File: src/rtl/two_class_priority_scheduler_top_assert.svh
// Assertion macros for the two-class priority scheduler.
// Each macro expects clk and arst_n in the scope where it is used.
`ifndef TWO_CLASS_PRIORITY_SCHEDULER_TOP_ASSERT_SVH
`define TWO_CLASS_PRIORITY_SCHEDULER_TOP_ASSERT_SVH

// The consequent must hold in the same cycle as the antecedent.
`define TCPS_ASSERT_NOW(label, ante, cons, msg) \
	label: assert property (@(posedge clk) disable iff (!arst_n) (ante) |-> (cons)) \
		else $error(msg);

// The consequent must hold in the cycle after the antecedent.
`define TCPS_ASSERT_NEXT(label, ante, cons, msg) \
	label: assert property (@(posedge clk) disable iff (!arst_n) (ante) |=> (cons)) \
		else $error(msg);

`endif

File: src/rtl/tcps_pkg.sv
// Shared types and codes for the two-class priority scheduler.
// No dependencies.
package tcps_pkg;

	localparam int ID_W     = 16;
	localparam int AGE_W    = 8;
	localparam int REQ_W    = 2;
	localparam int STATUS_W = 2;
	localparam int WHERE_W  = 2;
	localparam int AHEAD_W  = 6;
	localparam int CNT_W    = 16;

	localparam logic [REQ_W-1:0] REQ_INSERT = 2'd0;
	localparam logic [REQ_W-1:0] REQ_SERVE  = 2'd1;
	localparam logic [REQ_W-1:0] REQ_SEARCH = 2'd2;

	localparam logic [STATUS_W-1:0] ST_OK        = 2'd0;
	localparam logic [STATUS_W-1:0] ST_EMPTY     = 2'd1;
	localparam logic [STATUS_W-1:0] ST_FULL      = 2'd2;
	localparam logic [STATUS_W-1:0] ST_NOT_FOUND = 2'd3;

	localparam logic [WHERE_W-1:0] WHERE_NONE  = 2'd0;
	localparam logic [WHERE_W-1:0] WHERE_STACK = 2'd1;
	localparam logic [WHERE_W-1:0] WHERE_QUEUE = 2'd2;

	localparam logic CLASS_URGENT = 1'b0;
	localparam logic CLASS_NORMAL = 1'b1;

	localparam logic [AHEAD_W-1:0] AHEAD_MAX = 6'd63;
	localparam logic [CNT_W-1:0]   CNT_MAX   = 16'hFFFF;

	typedef struct packed {
		logic [ID_W-1:0]  id;
		logic [AGE_W-1:0] age;
	} slot_t;

endpackage

File: src/rtl/two_class_priority_scheduler_top.sv
// Two-class priority scheduler: urgent LIFO stack and normal FIFO ring queue.
// Insert and no-op finish in S_EXEC, serve goes on through S_SERVE, and search scans in S_SEARCH.
// One item at a time; a search reads one stored entry per cycle from a memory port.
// done marks each result for one cycle and the receiver cannot stall it.
// Reset clears levels, pointers and served counters at once; the stores hold no reset.
// Depends on tcps_pkg and two_class_priority_scheduler_top_assert.svh.
`include "two_class_priority_scheduler_top_assert.svh"

module two_class_priority_scheduler_top #(
	parameter int CLASS_DEPTH = 16
) (
	input  logic                           clk,
	input  logic                           arst_n,
	input  logic                           start,
	output logic                           busy,
	input  logic [tcps_pkg::REQ_W-1:0]     req_type,
	input  logic [tcps_pkg::ID_W-1:0]      entry_id,
	input  logic [tcps_pkg::AGE_W-1:0]     entry_age,
	input  logic                           entry_class,
	output logic                           done,
	output logic [tcps_pkg::STATUS_W-1:0]  status,
	output logic [tcps_pkg::ID_W-1:0]      served_id,
	output logic [tcps_pkg::AGE_W-1:0]     served_age,
	output logic                           served_class,
	output logic [tcps_pkg::WHERE_W-1:0]   found_where,
	output logic [tcps_pkg::AHEAD_W-1:0]   ahead_count,
	output logic [tcps_pkg::CNT_W-1:0]     urgent_served,
	output logic [tcps_pkg::CNT_W-1:0]     normal_served
);

	localparam int IW = (CLASS_DEPTH > 1) ? $clog2(CLASS_DEPTH) : 1;
	localparam int LW = $clog2(CLASS_DEPTH + 1);
	localparam int PW = $clog2(2 * CLASS_DEPTH + 1);
	localparam int QW = IW + 2;

	localparam logic [LW-1:0] LEVEL_FULL = LW'(CLASS_DEPTH);
	localparam logic [IW-1:0] IDX_LAST   = IW'(CLASS_DEPTH - 1);
	localparam logic [QW-1:0] Q_WRAP     = QW'(CLASS_DEPTH);

	typedef enum logic [1:0] {
		S_IDLE,
		S_EXEC,
		S_SERVE,
		S_SEARCH
	} state_t;

	state_t state_q;

	tcps_pkg::slot_t stk_mem [CLASS_DEPTH];
	tcps_pkg::slot_t que_mem [CLASS_DEPTH];
	tcps_pkg::slot_t stk_rdata_q;
	tcps_pkg::slot_t que_rdata_q;
	logic [IW-1:0] stk_raddr;
	logic [IW-1:0] que_raddr;
	logic          stk_we;
	logic          que_we;

	logic [tcps_pkg::REQ_W-1:0] req_q;
	logic [tcps_pkg::ID_W-1:0]  id_q;
	logic [tcps_pkg::AGE_W-1:0] age_q;
	logic                       cls_q;

	logic [LW-1:0] ulevel_q;
	logic [LW-1:0] nlevel_q;
	logic [IW-1:0] head_q;
	logic [IW-1:0] tail_q;
	logic [tcps_pkg::CNT_W-1:0] utotal_q;
	logic [tcps_pkg::CNT_W-1:0] ntotal_q;

	logic [PW-1:0] issue_q;
	logic          vld_s1;
	logic [PW-1:0] pos_s1;
	logic          cls_s1;

	logic                          done_q;
	logic [tcps_pkg::STATUS_W-1:0] status_q;
	tcps_pkg::slot_t               res_slot_q;
	logic                          res_cls_q;
	logic [tcps_pkg::WHERE_W-1:0]  where_q;
	logic [tcps_pkg::AHEAD_W-1:0]  ahead_q;

	logic [PW-1:0] total_pos;
	logic          issue_more;
	logic          issue_in_stack;
	logic [PW-1:0] stk_off;
	logic [PW-1:0] que_off;
	logic [QW-1:0] que_sum;
	logic [IW-1:0] que_search_addr;
	tcps_pkg::slot_t cmp_slot;
	logic          cmp_hit;
	logic [tcps_pkg::AHEAD_W-1:0] ahead_sat;

	always_comb begin
		total_pos      = PW'(ulevel_q) + PW'(nlevel_q);
		issue_more     = issue_q < total_pos;
		issue_in_stack = issue_q < PW'(ulevel_q);
		stk_off        = PW'(ulevel_q) - PW'(1) - issue_q;
		que_off        = issue_q - PW'(ulevel_q);
		que_sum        = QW'(head_q) + QW'(que_off);
		if (que_sum >= Q_WRAP) begin
			que_sum = que_sum - Q_WRAP;
		end
		que_search_addr = que_sum[IW-1:0];
		if (state_q == S_EXEC) begin
			stk_raddr = IW'(ulevel_q - LW'(1));
			que_raddr = head_q;
		end else begin
			stk_raddr = stk_off[IW-1:0];
			que_raddr = que_search_addr;
		end
		cmp_slot = cls_s1 ? que_rdata_q : stk_rdata_q;
		cmp_hit  = vld_s1 && (cmp_slot.id == id_q);
		if (32'(pos_s1) > 32'(tcps_pkg::AHEAD_MAX)) begin
			ahead_sat = tcps_pkg::AHEAD_MAX;
		end else begin
			ahead_sat = tcps_pkg::AHEAD_W'(pos_s1);
		end
		stk_we = (state_q == S_EXEC) && (req_q == tcps_pkg::REQ_INSERT) &&
			(cls_q == tcps_pkg::CLASS_URGENT) && (ulevel_q < LEVEL_FULL);
		que_we = (state_q == S_EXEC) && (req_q == tcps_pkg::REQ_INSERT) &&
			(cls_q == tcps_pkg::CLASS_NORMAL) && (nlevel_q < LEVEL_FULL);
	end

	always_ff @(posedge clk) begin
		if (stk_we) begin
			stk_mem[ulevel_q[IW-1:0]] <= '{id: id_q, age: age_q};
		end
		stk_rdata_q <= stk_mem[stk_raddr];
	end

	always_ff @(posedge clk) begin
		if (que_we) begin
			que_mem[tail_q] <= '{id: id_q, age: age_q};
		end
		que_rdata_q <= que_mem[que_raddr];
	end

	always_ff @(posedge clk or negedge arst_n) begin
		if (!arst_n) begin
			state_q    <= S_IDLE;
			req_q      <= '0;
			id_q       <= '0;
			age_q      <= '0;
			cls_q      <= 1'b0;
			ulevel_q   <= '0;
			nlevel_q   <= '0;
			head_q     <= '0;
			tail_q     <= '0;
			utotal_q   <= '0;
			ntotal_q   <= '0;
			issue_q    <= '0;
			vld_s1     <= 1'b0;
			pos_s1     <= '0;
			cls_s1     <= 1'b0;
			done_q     <= 1'b0;
			status_q   <= tcps_pkg::ST_OK;
			res_slot_q <= '0;
			res_cls_q  <= 1'b0;
			where_q    <= tcps_pkg::WHERE_NONE;
			ahead_q    <= '0;
		end else begin
			done_q <= 1'b0;
			case (state_q)
				S_IDLE: begin
					if (start) begin
						req_q      <= req_type;
						id_q       <= entry_id;
						age_q      <= entry_age;
						cls_q      <= entry_class;
						status_q   <= tcps_pkg::ST_OK;
						res_slot_q <= '0;
						res_cls_q  <= 1'b0;
						where_q    <= tcps_pkg::WHERE_NONE;
						ahead_q    <= '0;
						state_q    <= S_EXEC;
					end
				end
				S_EXEC: begin
					case (req_q)
						tcps_pkg::REQ_INSERT: begin
							if (cls_q == tcps_pkg::CLASS_URGENT) begin
								if (ulevel_q < LEVEL_FULL) begin
									ulevel_q <= ulevel_q + LW'(1);
								end else begin
									status_q <= tcps_pkg::ST_FULL;
								end
							end else begin
								if (nlevel_q < LEVEL_FULL) begin
									nlevel_q <= nlevel_q + LW'(1);
									tail_q   <= (tail_q == IDX_LAST) ? '0 : tail_q + IW'(1);
								end else begin
									status_q <= tcps_pkg::ST_FULL;
								end
							end
							done_q  <= 1'b1;
							state_q <= S_IDLE;
						end
						tcps_pkg::REQ_SERVE: begin
							if (ulevel_q != '0) begin
								ulevel_q  <= ulevel_q - LW'(1);
								res_cls_q <= tcps_pkg::CLASS_URGENT;
								state_q   <= S_SERVE;
							end else if (nlevel_q != '0) begin
								nlevel_q  <= nlevel_q - LW'(1);
								head_q    <= (head_q == IDX_LAST) ? '0 : head_q + IW'(1);
								res_cls_q <= tcps_pkg::CLASS_NORMAL;
								state_q   <= S_SERVE;
							end else begin
								status_q <= tcps_pkg::ST_EMPTY;
								done_q   <= 1'b1;
								state_q  <= S_IDLE;
							end
						end
						tcps_pkg::REQ_SEARCH: begin
							issue_q <= '0;
							vld_s1  <= 1'b0;
							state_q <= S_SEARCH;
						end
						default: begin
							done_q  <= 1'b1;
							state_q <= S_IDLE;
						end
					endcase
				end
				S_SERVE: begin
					if (res_cls_q == tcps_pkg::CLASS_URGENT) begin
						res_slot_q <= stk_rdata_q;
						if (utotal_q != tcps_pkg::CNT_MAX) begin
							utotal_q <= utotal_q + tcps_pkg::CNT_W'(1);
						end
					end else begin
						res_slot_q <= que_rdata_q;
						if (ntotal_q != tcps_pkg::CNT_MAX) begin
							ntotal_q <= ntotal_q + tcps_pkg::CNT_W'(1);
						end
					end
					done_q  <= 1'b1;
					state_q <= S_IDLE;
				end
				S_SEARCH: begin
					if (cmp_hit) begin
						res_slot_q <= cmp_slot;
						res_cls_q  <= cls_s1;
						where_q    <= cls_s1 ? tcps_pkg::WHERE_QUEUE : tcps_pkg::WHERE_STACK;
						ahead_q    <= ahead_sat;
						vld_s1     <= 1'b0;
						done_q     <= 1'b1;
						state_q    <= S_IDLE;
					end else if (!issue_more && !vld_s1) begin
						status_q <= tcps_pkg::ST_NOT_FOUND;
						done_q   <= 1'b1;
						state_q  <= S_IDLE;
					end else begin
						vld_s1 <= issue_more;
						pos_s1 <= issue_q;
						cls_s1 <= !issue_in_stack;
						if (issue_more) begin
							issue_q <= issue_q + PW'(1);
						end
					end
				end
				default: begin
					state_q <= S_IDLE;
				end
			endcase
		end
	end

	assign busy          = (state_q != S_IDLE);
	assign done          = done_q;
	assign status        = status_q;
	assign served_id     = res_slot_q.id;
	assign served_age    = res_slot_q.age;
	assign served_class  = res_cls_q;
	assign found_where   = where_q;
	assign ahead_count   = ahead_q;
	assign urgent_served = utotal_q;
	assign normal_served = ntotal_q;

	`TCPS_ASSERT_NEXT(a_accept_goes_busy, start && !busy, busy, "accepted transfer did not set busy")
	`TCPS_ASSERT_NOW(a_done_follows_busy, done, !busy && $past(busy), "result without a prior transfer")
	`TCPS_ASSERT_NOW(a_levels_bounded, 1'b1, (ulevel_q <= LEVEL_FULL) && (nlevel_q <= LEVEL_FULL), "class level beyond depth")
	`TCPS_ASSERT_NOW(a_hit_is_ok, done && (found_where != tcps_pkg::WHERE_NONE), status == tcps_pkg::ST_OK, "search hit with error status")
	`TCPS_ASSERT_NOW(a_scan_in_range, vld_s1, pos_s1 < total_pos, "scan position past live entries")

endmodule
File: config.mk
export PLATFORM = sky130hd
export DESIGN_NAME = two_class_priority_scheduler_top
export DESIGN_NICKNAME = d
export VERILOG_FILES = /design/src/rtl/tcps_pkg.sv /design/src/rtl/two_class_priority_scheduler_top.sv
export VERILOG_INCLUDE_DIRS = /design/src /design/src/rtl
export SDC_FILE = /design/constraint.sdc
export NUM_CORES = 1
export LEC_CHECK = 0
export ABC_AREA = 1
export BUFFER_PORTS_ARGS = -buffer_cell sky130_fd_sc_hd__buf_2
export CAP_MARGIN = 40
export CORE_UTILIZATION = 30
export DETAILED_ROUTE_END_ITERATION = 12
export PLACE_DENSITY = 0.57
export REMOVE_ABC_BUFFERS = 1
export SYNTH_ARGS = -nofsm -noshare
export SYNTH_HDL_FRONTEND = slang
export SYNTH_SLANG_ARGS = --single-unit
File: constraint.sdc
create_clock -name clk -period 2.9 [get_ports clk]
set_input_delay 0.58 -clock clk [delete_from_list [all_inputs] [get_ports clk]]
set_output_delay 0.58 -clock clk [all_outputs]
set_load 0.01 [all_outputs]
# After elaboration in Yosys (flattened, before gate mapping)
# Memory sizes are Yosys's and may differ from the RTL's. A register that Yosys moved wholly into a read port is not among the register bits.
# Cells that the tools add are included.
# W data, S select, Z words.
# classes
n_addsub	15
n_lt_le_gt_ge	5
n_eq_ne	33
mux	67
n_bitwise	5
n_reduce_logical	35
# op_table
cell	n
$mux W24	4
$pmux W24 S3	1
$mux W6	6
$mux W5	7
$add A16 B1 Y16 const B	2
$ne A16 B16 Y1 const B	2
$mux W2	15
$pmux W6 S2	2
$ne A2 B2 Y1 const B	11
$mux W4	5
$pmux W5 S2	2
$reduce_and A3 Y1	6
$eq A16 B16 Y1	1
$mux W1	16
$reduce_and A5 Y1	3
$ne A3 B3 Y1 const B	4
$pmux W2 S2	3
$add A5 B1 Y5 const B	2
$lt A5 B5 Y1 const B	2
$reduce_bool A5 Y1	2
$sub A5 B1 Y5 const B	2
$reduce_and A9 Y1	1
$add A4 B1 Y4 const B	2
$eq A4 B4 Y1 const B	2
27 further kinds	57
# word_totals
regBits	129
ram_bits	768
output_inout_bits	69
wordCells	184
memories	2
# mem_list
name	depth	width	rd	rd_ports_with_merged_regs	write_ports	line_no	text
que_mem	16	24	1	1	1	two_class_priority_scheduler_top.sv:50	tcps_pkg::slot_t que_mem [CLASS_DEPTH];
stk_mem	16	24	1	1	1	two_class_priority_scheduler_top.sv:49	tcps_pkg::slot_t stk_mem [CLASS_DEPTH];

# Longest topological paths before layout
# logic_depth
word_depth	7
depth_mapped	17

# Worst setup path before layout
# No wires, ideal clock.
# synth_path
kind	register to register
start	register state_q[1]
end	memory stk_mem[3][0] (netlist bit), enable pin
setup_time_ns	0.435
t_arrival_ns	2.775
required_ns	2.465
setup_slack_ns	-0.310
path_stages_with_launch	8
path_buffers	2
period_less_slack_ns	3.210
path_cell_list	dfrtp_1 buf_6 inv_4 nand2_4 buf_6 nor2_1 nand3_1 nor3_1
# synth_between
elab_chain_len	6
# synth_rtl
element	line_no	text
start, declared	two_class_priority_scheduler_top.sv:47	state_t state_q;
start signal, assigned	two_class_priority_scheduler_top.sv:140	state_q <= S_IDLE;
start signal, assigned	two_class_priority_scheduler_top.sv:175	state_q <= S_EXEC;
start signal, assigned	two_class_priority_scheduler_top.sv:196	state_q <= S_IDLE;
$eq A2 B1 Y1	two_class_priority_scheduler_top.sv:118	stk_we = (state_q == S_EXEC) && (req_q == tcps_pkg::REQ_INSERT) &&
$logic_and A1 B1 Y1 (2 in series)	two_class_priority_scheduler_top.sv:118	
$logic_and A1 B1 Y1	two_class_priority_scheduler_top.sv:119	(cls_q == tcps_pkg::CLASS_URGENT) && (ulevel_q < LEVEL_FULL);
$mux W1	two_class_priority_scheduler_top.sv:125	if (stk_we) begin
$mux W1 (not written as such)	two_class_priority_scheduler_top.sv:126	stk_mem[ulevel_q[IW-1:0]] <= '{id: id_q, age: age_q};
end, declared	two_class_priority_scheduler_top.sv:49	
# No other way between the ends.

# Worst setup path in the final report
# layout_path
start	register issue_q[1]
end	register, netlist name que_rdata_q[3]
# layout_between
elab_chain_len	5
word_cells_on_any_way	6
# layout_rtl
element	line_no	text
start, declared	two_class_priority_scheduler_top.sv:70	logic [PW-1:0] issue_q;
start signal, assigned	two_class_priority_scheduler_top.sv:258	issue_q <= issue_q + PW'(1);
$sub A6 B5 Y6 (*)	two_class_priority_scheduler_top.sv:98	que_off = issue_q - PW'(ulevel_q);
$add A4 B6 Y6 (*)	two_class_priority_scheduler_top.sv:99	que_sum = QW'(head_q) + QW'(que_off);
$ge A6 B5 Y1 / $sub A4 B1 Y4 (equally long branches)	two_class_priority_scheduler_top.sv:100, two_class_priority_scheduler_top.sv:101	
$mux W4 (*)	two_class_priority_scheduler_top.sv:100	if (que_sum >= Q_WRAP) begin
$mux W4 (*)	two_class_priority_scheduler_top.sv:104	if (state_q == S_EXEC) begin
# Mark *: on every way between the ends. The rest lies on a longest branch, timed or not.
# A chain may end at the register's enable or synchronous reset.

==> reports/qor.txt <==
Outcome: finished clean
Io pins: 99
Clk sinks: 945
Crit Path Class: flip-flop to flip-flop
Slew Limit Fails: 0
Sequential fraction of the synthesis area: 69.6%
Layout Nets: 3600
Worst path arrival time: 3.50 ns
Multi-input logic area: 10900 sq um
Final min period: 2.87 ns
Final WL: 107000 um
Synth top area share: 58.9%
Worst-margin pin slew: 0.812 ns
ANT nets after route: 0
Clock transition at path regs: 0.06 ns
First-pass GRT wire length: 157000 um
Setup TNS: 0 ns
Area Overhead vs Synth: 19.6%
Avg Cell Area, Syn: 11.8 sq um
DR pass1 iterations: 8
Leading area contributor after synthesis: edfxtp_1
Slew HR: 45.5%
Synth Warn #: 0
Vias: 26.3k
Number of diodes: 0
Unrepaired setup endpoints after global routing: yes
Drt drc: 0
CTS Buf Count: 93
Placer Congestion: 0.828
Die ar.: 132000 sq um
Top cells by area, synth: edfxtp_1 (59%), dfrtp_1 (8.2%), nand2_1 (6.0%)
Design area: 46800 sq um
Number of synthesized flops with an enable pin: 768
Synth Register Bits: 945
DRT iter0 DRCs: 2658
Type of origin of the critical path: flip-flop
Register area: 27300 sq um
HP Class: primary input to flip-flop
Via density: 4.93
Fmax: 348 MHz
DIE WIDTH: 363 um
CTS Buffer Depth: 3
CP Max Fanout: 8
Cell Area, Synth: 39100 sq um
Clk_lat worst skew: 0.69 ns
Number of global-route vias before repair: 25.0k
Final worst path period share: 99.0%
Synth cell types: 53
Async SR Flop Fraction: 13.7%
Root Buffer: clkbuf_16
H-tree depth: 3
Setup ws final: 0.0283 ns
HPWL after detailed placement: 63000 um
Starting Density: 30.2%
CTS tree: done
Drt wl/cell: 20.1 um
Antenna violations before repair: 2
Crit end category: flip-flop
Num rows: 132
Clk_skew: 0.0245 ns
Endpoints failing hold: 0
Largest net degree at the start of global routing: 63
Synth top cells by count: edfxtp_1 (768), nand2_1 (623), nor2_1 (432)
Setup violations, final: 0
Pre-CTS WS: -0.0469 ns
Max_cap viols: 0
Top FF cell, synth: edfxtp_1
Dpl cell area: 43200 sq um
GR Util All Layers: 15.8%
Die H: 363 um
Cells after Synth: 3316
Core Area: 129000 sq um
Layout cell share with drive strength beyond 1: 16.3%
Overflow after GRT: 0
PortBufs: 98
Top-count cell post-synth: edfxtp_1
Data required time of the worst path: 3.53 ns
Filler instances: 12.7k
## stage by stage
step | utilization, % | hold WS, ns | std cells
4_1_cts | 35.7 | 0.0874 | 5326
2_1_floorplan | - | 0.284 | 3136
6_report | 36.2 | 0.124 | 5345
5_1_grt | 36.2 | 0.0926 | 5345
3_5_place_dp | 33.3 | 0.457 | 5146
3_3_place_gp | 33.3 | 0.451 | 5144
## worst paths after layout
check / slack [ns] / cells past startpoint / startpoint / end
worst min register to register: 0.47 / 2 / served_age[5] / served_age[5]
max in group asynchronous: 1.64 / 3 / arst_n / ahead_count[0]
worst max register to register: 0.03 / 14 / issue_q[1] / que_rdata_q[3]
worst max-delay path: 0.03 / 14 / issue_q[1] / que_rdata_q[3]
min in group asynchronous: 0.46 / 2 / arst_n / urgent_served[5]
worst min-delay path: 0.12 / 2 / entry_age[2] / age_q[2]
## cell usage in the layout, fill, tap and decap left out, types with 17 or more instances in the layout
cell,count
edfxtp_1,768
nand2_1,611
nor2_1,401
o21ai_0,300
nand3_1,142
dfrtp_1,129
inv_1,111
buf_4,107
clkbuf_16,101
buf_2,97
o221ai_1,89
o211ai_1,85
buf_12,63
o21ai_1,62
or2_2,48
dfxtp_1,48
ha_1,38
a21oi_1,35
xor2_1,34
nand4_1,31
clkbuf_1,25
xnor2_1,18
nor2_2,17
## layout make-up
class	instances	share of cell area (%)
Clock inverter	48	1.02
Inverter	127	1.07
Clock buffer	126	5.40
Sequential cell	945	58.2
Timing Repair Buffer	292	6.37
Multi-Input combinational cell	2065	23.3
Tap cell	1742	4.65
## per-layer routing
| metal | share of wire [%] | routed length (um) | vias up | track usage, % |
|---|---|---|---|---|
| met5 | 0.019 | 20 | - | 0 |
| met3 | 8.1 | 8710 | 142 | 3.82 |
| li1 | - | - | 12194 | - |
| met1 | 47 | 49900 | 13111 | 22.7 |
| met2 | 43 | 46600 | 887 | 23.5 |
| met4 | 2.0 | 2130 | 4 | 4.30 |
## registers in the layout, summed over array words and instances, names as in the netlist, 4 cells and up
signal and count:
que_rdata_q 24, head_q 4, ulevel_q 5, ahead_sat 6, stk_mem 384, issue_q 6, age_q 8, urgent_served 16
nlevel_q 5, tail_q 4, ahead_count 6, id_q 16, stk_rdata_q 24, served_id 16, normal_served 16, que_mem 384
served_age 8
## what timing repair did
action / CTS / global route
endpoints found under the hold margin: 60 / 0
endpoints found under the setup margin: 16 / 68
gates cloned: 2 / 11
resized for setup: 5 / 96
pin swaps: 2 / 36
buffers inserted: 3 / 9
hold buffers: 1 / 0
## critical path: stages, from the launching register on
cell	delay (ns)
dfrtp_1	0.36
inv_2	0.05
fa_1	0.58
fa_1	0.43
or2_1	0.27
o21ai_4	0.09
buf_12	0.20
buf_12	0.16
clkbuf_16	0.16
o211ai_1	0.11
nand2_1	0.09
nand2_1	0.05
o21ai_1	0.07
nand2_1	0.09
nand2_1	0.07
## cells by family after synthesis
group                    share of synthesized area [%]
AND/OR/NAND/NOR                                   14.3
flip-flops                                        69.6
buffers and inverters                             3.52
XOR/XNOR                                          1.16
multiplexers                                     0.288
AO/OA/AOI/OAI                                     9.56
adder cells (fa/ha/maj)                           1.59
Power is left out: the tool's default activity adds up to more than one toggle a clock period on the data nets, which glitch-free logic cannot reach.
